===== config.mk =====
export PLATFORM = sky130hd
export DESIGN_NAME = rational_arith_unit
export DESIGN_NICKNAME = d
export VERILOG_FILES = /design/src/sv/rau_pkg.sv /design/src/sv/rational_arith_unit.sv /design/src/sv/rau_mul.sv /design/src/sv/rau_div.sv
export VERILOG_INCLUDE_DIRS = /design/src /design/src/sv
export SDC_FILE = /design/constraint.sdc
export NUM_CORES = 2
export LEC_CHECK = 0
export ABC_CLOCK_PERIOD_IN_PS = 25700
export BUFFER_PORTS_ARGS = -buffer_cell sky130_fd_sc_hd__clkbuf_2
export CORE_AREA = 5 5 404 406
export CTS_CLUSTER_SIZE = 10
export DETAILED_ROUTE_END_ITERATION = 12
export DIE_AREA = 0 0 409 411
export PLACE_DENSITY = 0.72
export SLEW_MARGIN = 20
export SYNTH_ARGS = -nofsm -noshare
export SYNTH_HDL_FRONTEND = slang
export SYNTH_SLANG_ARGS = --single-unit

===== constraint.sdc =====
create_clock -name clk -period 25.7 [get_ports clk]
set_clock_uncertainty 0.1 [all_clocks]
set_input_delay 5.14 -clock clk [delete_from_list [all_inputs] [get_ports clk]]
set_output_delay 5.14 -clock clk [all_outputs]
set_load 0.01 [all_outputs]

===== src/sv/rational_arith_unit_macros.svh =====
`ifndef RATIONAL_ARITH_UNIT_MACROS_SVH
`define RATIONAL_ARITH_UNIT_MACROS_SVH

// Condition holds in the same cycle as the trigger.
`define RAU_ASSERT_SAME(label, trig, cond) \
  label: assert property (@(posedge clk) disable iff (rst) (trig) |-> (cond)) \
    else $error("rational_arith_unit check failed");

// Condition holds in the cycle after the trigger.
`define RAU_ASSERT_NEXT(label, trig, cond) \
  label: assert property (@(posedge clk) disable iff (rst) (trig) |=> (cond)) \
    else $error("rational_arith_unit check failed");

`endif


===== src/sv/rau_pkg.sv =====
`default_nettype none
package rau_pkg;

  localparam logic [1:0] OP_ADD = 2'd0;
  localparam logic [1:0] OP_SUB = 2'd1;
  localparam logic [1:0] OP_MUL = 2'd2;
  localparam logic [1:0] OP_DIV = 2'd3;

  typedef struct packed {
    logic [1:0]         operation;
    logic signed [31:0] a_num;
    logic [30:0]        a_den;
    logic signed [31:0] b_num;
    logic [30:0]        b_den;
  } in_t;

  typedef struct packed {
    logic signed [63:0] res_num;
    logic [62:0]        res_den;
    logic               status;
  } out_t;

  typedef struct packed {
    logic        go;
    logic [63:0] dividend;
    logic [63:0] divisor;
  } div_req_t;

  typedef struct packed {
    logic        done;
    logic [63:0] quotient;
    logic [63:0] remainder;
  } div_rsp_t;

endpackage
`default_nettype wire


===== src/sv/rational_arith_unit.sv =====
// Sequence: setup and cross products, then Euclid steps (at most about 93 steps on 64-bit
// values), then the two final divisions; a zero denominator ends it after the setup.
// Throughput: one word at a time; busy stays high from acceptance until the result strobe.
// All work runs through one 33x33 multiplier and one radix-2 64-bit divider.
// Reset is synchronous and returns the sequencer to idle; the receiver cannot stall results.
`default_nettype none
`include "rational_arith_unit_macros.svh"
module rational_arith_unit (
  input  wire logic         clk,
  input  wire logic         rst,
  input  wire logic         start,
  output logic              busy,
  input  wire rau_pkg::in_t operands,
  output logic              done,
  output rau_pkg::out_t     result
);

  localparam logic [3:0] ST_IDLE = 4'd0;
  localparam logic [3:0] ST_M0   = 4'd1;
  localparam logic [3:0] ST_M1   = 4'd2;
  localparam logic [3:0] ST_M2   = 4'd3;
  localparam logic [3:0] ST_M3   = 4'd4;
  localparam logic [3:0] ST_CHK  = 4'd5;
  localparam logic [3:0] ST_GCD  = 4'd6;
  localparam logic [3:0] ST_GW   = 4'd7;
  localparam logic [3:0] ST_QN   = 4'd8;
  localparam logic [3:0] ST_QNW  = 4'd9;
  localparam logic [3:0] ST_QD   = 4'd10;
  localparam logic [3:0] ST_QDW  = 4'd11;

  logic [3:0]          state;
  rau_pkg::in_t        opd;
  logic signed [32:0]  mul_a;
  logic signed [32:0]  mul_b;
  logic signed [65:0]  prod;
  logic signed [64:0]  p1;
  logic signed [64:0]  num;
  logic signed [63:0]  den;
  logic [63:0]         nmag;
  logic [63:0]         dmag;
  logic                neg;
  logic [63:0]         x;
  logic [63:0]         y;
  logic [63:0]         nq;
  rau_pkg::div_req_t   div_req;
  rau_pkg::div_rsp_t   div_rsp;

  assign busy = (state != ST_IDLE);

  always_comb begin
    mul_a = {opd.a_num[31], opd.a_num};
    mul_b = $signed({2'b00, opd.a_den});
    unique case (state)
      ST_M0: begin
        mul_a = {opd.a_num[31], opd.a_num};
        mul_b = (opd.operation == rau_pkg::OP_MUL) ? {opd.b_num[31], opd.b_num}
                                                   : $signed({2'b00, opd.b_den});
      end
      ST_M1: begin
        mul_a = {opd.b_num[31], opd.b_num};
        mul_b = $signed({2'b00, opd.a_den});
      end
      ST_M2: begin
        mul_a = $signed({2'b00, opd.a_den});
        mul_b = (opd.operation == rau_pkg::OP_DIV) ? {opd.b_num[31], opd.b_num}
                                                   : $signed({2'b00, opd.b_den});
      end
      default: begin
      end
    endcase
  end

  rau_mul u_mul (
    .clk  (clk),
    .a    (mul_a),
    .b    (mul_b),
    .prod (prod)
  );

  always_comb begin
    div_req.go       = 1'b0;
    div_req.dividend = x;
    div_req.divisor  = y;
    unique case (state)
      ST_GCD: div_req.go = (y != 64'd0);
      ST_QN: begin
        div_req.go       = 1'b1;
        div_req.dividend = nmag;
        div_req.divisor  = x;
      end
      ST_QD: begin
        div_req.go       = 1'b1;
        div_req.dividend = dmag;
        div_req.divisor  = x;
      end
      default: begin
      end
    endcase
  end

  rau_div u_div (
    .clk (clk),
    .rst (rst),
    .req (div_req),
    .rsp (div_rsp)
  );

  always_ff @(posedge clk) begin
    if (rst) begin
      state <= ST_IDLE;
      done  <= 1'b0;
    end else begin
      done <= 1'b0;
      unique case (state)
        ST_IDLE: if (start) state <= ST_M0;
        ST_M0:   state <= ST_M1;
        ST_M1:   state <= ST_M2;
        ST_M2:   state <= ST_M3;
        ST_M3:   state <= ST_CHK;
        ST_CHK: begin
          if (den == 64'sd0) begin
            done  <= 1'b1;
            state <= ST_IDLE;
          end else begin
            state <= ST_GCD;
          end
        end
        ST_GCD:  state <= (y == 64'd0) ? ST_QN : ST_GW;
        ST_GW:   if (div_rsp.done) state <= ST_GCD;
        ST_QN:   state <= ST_QNW;
        ST_QNW:  if (div_rsp.done) state <= ST_QD;
        ST_QD:   state <= ST_QDW;
        ST_QDW: begin
          if (div_rsp.done) begin
            done  <= 1'b1;
            state <= ST_IDLE;
          end
        end
        default: state <= ST_IDLE;
      endcase
    end
  end

  always_ff @(posedge clk) begin
    unique case (state)
      ST_IDLE: if (start) opd <= operands;
      ST_M1:   p1 <= 65'(prod);
      ST_M2: begin
        unique case (opd.operation)
          rau_pkg::OP_ADD: num <= p1 + 65'(prod);
          rau_pkg::OP_SUB: num <= p1 - 65'(prod);
          default:         num <= p1;
        endcase
      end
      ST_M3:   den <= prod[63:0];
      ST_CHK: begin
        neg  <= num[64] ^ den[63];
        nmag <= num[64] ? 64'(-num) : num[63:0];
        dmag <= den[63] ? 64'(-den) : den[63:0];
        x    <= num[64] ? 64'(-num) : num[63:0];
        y    <= den[63] ? 64'(-den) : den[63:0];
        result <= '{res_num: 64'sd0, res_den: 63'd0, status: 1'b1};
      end
      ST_GW: begin
        if (div_rsp.done) begin
          x <= y;
          y <= div_rsp.remainder;
        end
      end
      ST_QNW:  if (div_rsp.done) nq <= div_rsp.quotient;
      ST_QDW: begin
        if (div_rsp.done) begin
          result.status <= 1'b0;
          if (nq == 64'd0) begin
            result.res_num <= 64'sd0;
            result.res_den <= 63'd1;
          end else begin
            result.res_num <= neg ? $signed(64'(-nq)) : $signed(nq);
            result.res_den <= div_rsp.quotient[62:0];
          end
        end
      end
      default: begin
      end
    endcase
  end

  `RAU_ASSERT_SAME(a_done_busy, done, $past(busy))
  `RAU_ASSERT_NEXT(a_accept_busy, start && !busy, busy)
  `RAU_ASSERT_NEXT(a_single_done, done, !done)
  `RAU_ASSERT_SAME(a_ok_den, done && !result.status, result.res_den != 63'd0)

endmodule
`default_nettype wire


===== src/sv/rau_mul.sv =====
`default_nettype none
module rau_mul (
  input  wire logic               clk,
  input  wire logic signed [32:0] a,
  input  wire logic signed [32:0] b,
  output logic signed [65:0]      prod
);

  always_ff @(posedge clk) begin
    prod <= a * b;
  end

endmodule
`default_nettype wire


===== src/sv/rau_div.sv =====
`default_nettype none
module rau_div (
  input  wire logic              clk,
  input  wire logic              rst,
  input  wire rau_pkg::div_req_t req,
  output rau_pkg::div_rsp_t      rsp
);

  logic [63:0] rem;
  logic [63:0] quo;
  logic [63:0] dvs;
  logic [5:0]  cnt;
  logic        run;
  logic        done;
  logic [64:0] rem_sh;
  logic [64:0] diff;

  assign rem_sh = {rem, quo[63]};
  assign diff   = rem_sh - {1'b0, dvs};

  always_ff @(posedge clk) begin
    if (rst) begin
      run  <= 1'b0;
      done <= 1'b0;
    end else begin
      done <= 1'b0;
      if (req.go) begin
        run <= 1'b1;
      end else if (run && cnt == 6'd63) begin
        run  <= 1'b0;
        done <= 1'b1;
      end
    end
  end

  always_ff @(posedge clk) begin
    if (req.go) begin
      rem <= '0;
      quo <= req.dividend;
      dvs <= req.divisor;
      cnt <= '0;
    end else if (run) begin
      cnt <= cnt + 6'd1;
      if (!diff[64]) begin
        rem <= diff[63:0];
        quo <= {quo[62:0], 1'b1};
      end else begin
        rem <= rem_sh[63:0];
        quo <= {quo[62:0], 1'b0};
      end
    end
  end

  assign rsp.done      = done;
  assign rsp.quotient  = quo;
  assign rsp.remainder = rem;

endmodule
`default_nettype wire


# == After elaboration in Yosys (flattened, before gate mapping) ==
# Index checks and enable logic that the tools add are counted.
# classes
reduce_logical,19
n_addsub,7
n_mul,1
muxes,34
n_eq_ne,19
bitwise_logic,1
# op_table
operator,n
$mux W64,8
$pmux W128 S2,2
$pmux W64 S2,2
$logic_not A64 Y1,3
$neg A64 Y64,3
$pmux W33 S2,2
$pmux W65 S2,1
$mux W128,1
$mux W127,1
$mux W33,2
$add A65 B65 Y65,1
$mul A33 B33 Y65,1
$sub A65 B64 Y65,1
$sub A65 B65 Y65,1
$reduce_bool A64 Y1,1
$pmux W4 S12,1
$mux W4,5
$eq A4 B3 Y1 const B,4
$eq A4 B4 Y1 const B,4
$eq A4 B2 Y1 const B,2
$reduce_and A2 Y1,4
$reduce_bool A2 Y1,4
$add A6 B1 Y6 const B,1
$eq A6 B6 Y1 const B,1
other kinds (15),25
# totals
output_inout_bits,130
reg_bits,1041
in_bits,131
wordCells,107

# == Depth between registers and ports, before layout ==
# depth
depth_word,5
depth_mapped,38
ltp_nobuf,33

# == By module ==
# A second synthesis with hierarchy kept.
# hier_totals
cells_unflattened,9031
area_unflattened_um2,91796.8
# by_module_without_submodules
mod,cells_per_inst,seq_area_each_um2,area_per_inst_um2,n_inst
rau_mul,4290,1321.3,40294.9,1
rational_arith_unit,3515,23252.3,39616.7,1
rau_div,1226,5285.1,11885.1,1

# == Worst setup path before layout ==
# Ideal clock, no wire load.
# synth_path
path_type,reg-to-reg
start,register state[0]
end,register result[0] (netlist name) (enable)
t_arrival_ns,9.951
path_buffers,2
t_required_ns,24.808
setup_time_ns,0.792
period_less_slack_ns,10.843
setup_slack_ns,14.857
stages_incl_launch_ff,5
path_cell_list,dfxtp_1 > clkbuf_1 > clkbuf_1 > nand2b_1 > o21ai_0
# synth_between
elab_chain_len,3
elab_cells_between_ends,5
cone_classes,eq/ne (3); reduce/logical (2)
# synth_lines
item,line_no,text
"start, declared",rational_arith_unit.sv:31,logic [3:0] state;
"start signal, assigned",rational_arith_unit.sv:128,ST_GCD: state <= (y == 64'd0) ? ST_QN : ST_GW;
$eq A4 B4 Y1 or $eq A4 B3 Y1 (tied branches),rational_arith_unit.sv:145,unique case (state)
$ne A2 B1 Y1 (no line) or $reduce_bool A2 Y1 (tied branches),n/a,
$reduce_and A2 Y1 (no line) *,n/a,
"end signal, assigned",rational_arith_unit.sv:162,"result <= '{res_num: 64'sd0, res_den: 63'd0, status: 1'b1};"
"end, declared",rational_arith_unit.sv:15,output rau_pkg::out_t result
# Every way passes the cells marked *; elsewhere a longest branch is shown, timed or not.
# A chain may end at the register's enable or synchronous reset.

# == Worst setup path after layout ==
# layout_path
start,register state[0]
end,register u_mul.prod[60]
# layout_between
elab_chain_len,3
elab_cells_between_ends,6
cone_classes,mul (1); eq/ne (3); mux (2)
# layout_lines
item,line_no,text
$eq A4 B2 Y1 or $eq A4 B1 Y1 (tied branches),rational_arith_unit.sv:53,unique case (state)
$pmux W33 S2,rational_arith_unit.sv:53,
$mul A33 B33 Y65 *,rau_mul.sv:10,prod <= a * b;
"end signal, assigned",rau_mul.sv:10,
"end, declared",rau_mul.sv:6,output logic signed [65:0] prod
# Marks and branches as above.

==> results.cfg <==
[status]
outcome = completed

[logic_synthesis]
synth_area_sq_um = 88300
yosysSeqAreaShare_pct = 33.8
syn_area_per_cell_sq_um = 10.1
synthFlopType = edfxtp_1
netlist.area_leader.share_pct = 30.6
async_flop_share_pct = 0
synth_edf_count = 899
syn_inst = 8730
synthesis.nets = 10325
synth_seq_cells = 1041
synth.most_common_cell = inv_1
yosysTopAreaCell = edfxtp_1
synthTopCellsByCount = inv_1 (1157), nor2_1 (1129), fa_1 (1116), nand2_1 (972), edfxtp_1 (899)
yosys.cell_types.count = 84
yosys_warnings = 0
synth_area_leaders = edfxtp_1 (31%), fa_1 (25%), ha_1 (4.9%), inv_1 (4.9%), nor2_1 (4.8%)

[critical_path]
reg2reg_from = state[0]$_SDFFE_PP0P_
critPathLaunch = state[0]$_SDFFE_PP0P_
slowest_delay_ps = 1160
cp_slowest_cell = a211oi_1
rrSetupSlack_ps = 14440
arrival_ps = 11770
crit_top_cell = fa_1
crit_family = adder cells
cp-start-kind = flip-flop
critPathCaptureType = flip-flop
crit_fanout = 53
worst-path-buf-inv = 7
critPathRequiredTime_ps = 26210
criticalPathCategory = reg -> reg

[timing]
period_share_pct = 43.8
final.setup.tns_ps = 0
layout_min_cycle_time_ps = 11260
max_freq_mhz = 88.8
worst_pin_slew_ps = 1190
relSlewSlack_pct = 20.4
maxSlewViolCount = 0
rsz0062_at_grt = false
setup_viol = 0
hold_viol_final = 0

[layout]
final_nets = 10398
area_growth_pct = 7.99
post-route-util_pct = 59.8
drive_gt1_share_pct = 7.47
fin_area_sq_um = 95400

[placement]
post-dp-hpwl_mm = 189
place_congestion = 0.988
placed_area_sq_um = 91800
io_buffers = 260

[routing]
wl_per_cell_um = 22.3
drt_wl_total_mm = 246
via_per_inst = 5.80
vias = 63691
drtIter0Drc = 5858
ant_nets = 0
first_pass_iters = 5
drc_errors = 0

[die]
core_area_sq_um = 159000
io_pins = 261
rows = 147
die-area_sq_um = 168000
initial_core_util_pct = 55.4
dieHeight_um = 411
die_x_um = 409

[worst_hold_path]
min_from = u_mul.prod[64]$_DFF_P_
hold_path_class = reg -> reg

[global_route]
use_met3_pct = 8.38
met2_usage_pct = 45.7
grt-busiest-layer = met2
grt_overflow = 0
grt_max_degree = 95
grtUsageTotal_pct = 29.4
grt_use_met1_pct = 38.7
grt_pass1_vias = 66149
grt_pass1_wl_mm = 383
grt_antenna_before_repair = 2

[clock_tree]
insertion_delay_ps = 760
clock-sinks = 1041
cts_root_buffer = clkbuf_16
cts_resized = 0
cts_made_buffers = 118
clock_path_buffers = 3
postCtsSetupRepairBufs = 0
ctsHoldBuffers = 0
cts_tree = done
htree_num_levels = 3
clk_pin_slew_ps = 60

[job]
drv_cap = 0
-- per-stage QoR --
step	worst slack (ps)	instances	hold WS, ps
2_1_floorplan	14860	8730	328
3_3_place_gp	14920	10768	337
3_5_place_dp	14820	10768	333
4_1_cts	14790	10986	343
5_1_grt	14180	10987	361
6_report	14440	10988	341
-- routing by layer --
layer / part of all wire, % / vias to the layer above
met5: 0.033 / -
met2: 44 / 3160
met4: 5.4 / 4
met3: 11 / 687
li1: - / 28751
met1: 40 / 31089
-- worst reg2reg max path: cells and delay by family (launching register included) --
family	cells	cell delay, ps
adders and majority gates	9	4250
AOI/OAI and AO/OA	10	3890
buffers and inverters	7	1240
and+or+nand+nor	4	1170
DFF	1	330
xor gates and xnor gates	1	150
-- worst paths after layout --
path | depth (start not counted) | to
setup / recovery | 31 | u_mul.prod[60]$_DFF_P_
hold / removal | 0 | p1[64]$_DFFE_PN_
setup reg to reg | 31 | u_mul.prod[60]$_DFF_P_
hold reg to reg | 0 | p1[64]$_DFFE_PN_
-- kinds of logic (layout without fill, tap and decap cells) --
logic type,after synthesis,in the layout,share of synthesized area (%)
adders and majority gates,1464,1464,30.2
and+or+nand+nor,2742,2742,13.5
other,0,1,0
xor gates and xnor gates,435,435,4.31
AOI/OAI and AO/OA,1274,1274,9.14
muxes,194,194,2.26
DFF,1041,1041,33.8
buffers and inverters,1580,1751,6.74
-- state kept, by name, indices dropped and copies added (netlist names), 65 cells and up --
signal,cells
opd,128
result,128
num,65
p1,65
u_mul.prod,65
-- cell type report --
type	count	area, sq um
fill	13305	64100
multi-input combinational	6109	52800
clock inverter	16	255
timing repair buffer	373	2170
tap	2086	2610
inverter	1160	4360
sequential	1041	29800
antenna	1	2.50
clock buffer	202	3320
-- placed cells by master, fill, tap and decap left out, types with 66 or more instances in the layout --
master        n
nor3_1       66
nor2b_1      88
clkbuf_1     80
edfxtp_1    899
clkbuf_2    260
inv_1      1156
fa_1       1116
mux2i_1     154
a21o_1      166
buf_4       112
ha_1        348
a211oi_1    105
clkbuf_16   119
xor2_1      176
dfxtp_1     139
and2_1       89
xnor2_1     259
o21ai_0     261
a21oi_1     360
nand2_1     969
nor2_1     1124
Power is not shown: default switching activity piles up to over one toggle a cycle in this logic, so the estimate is an artifact.
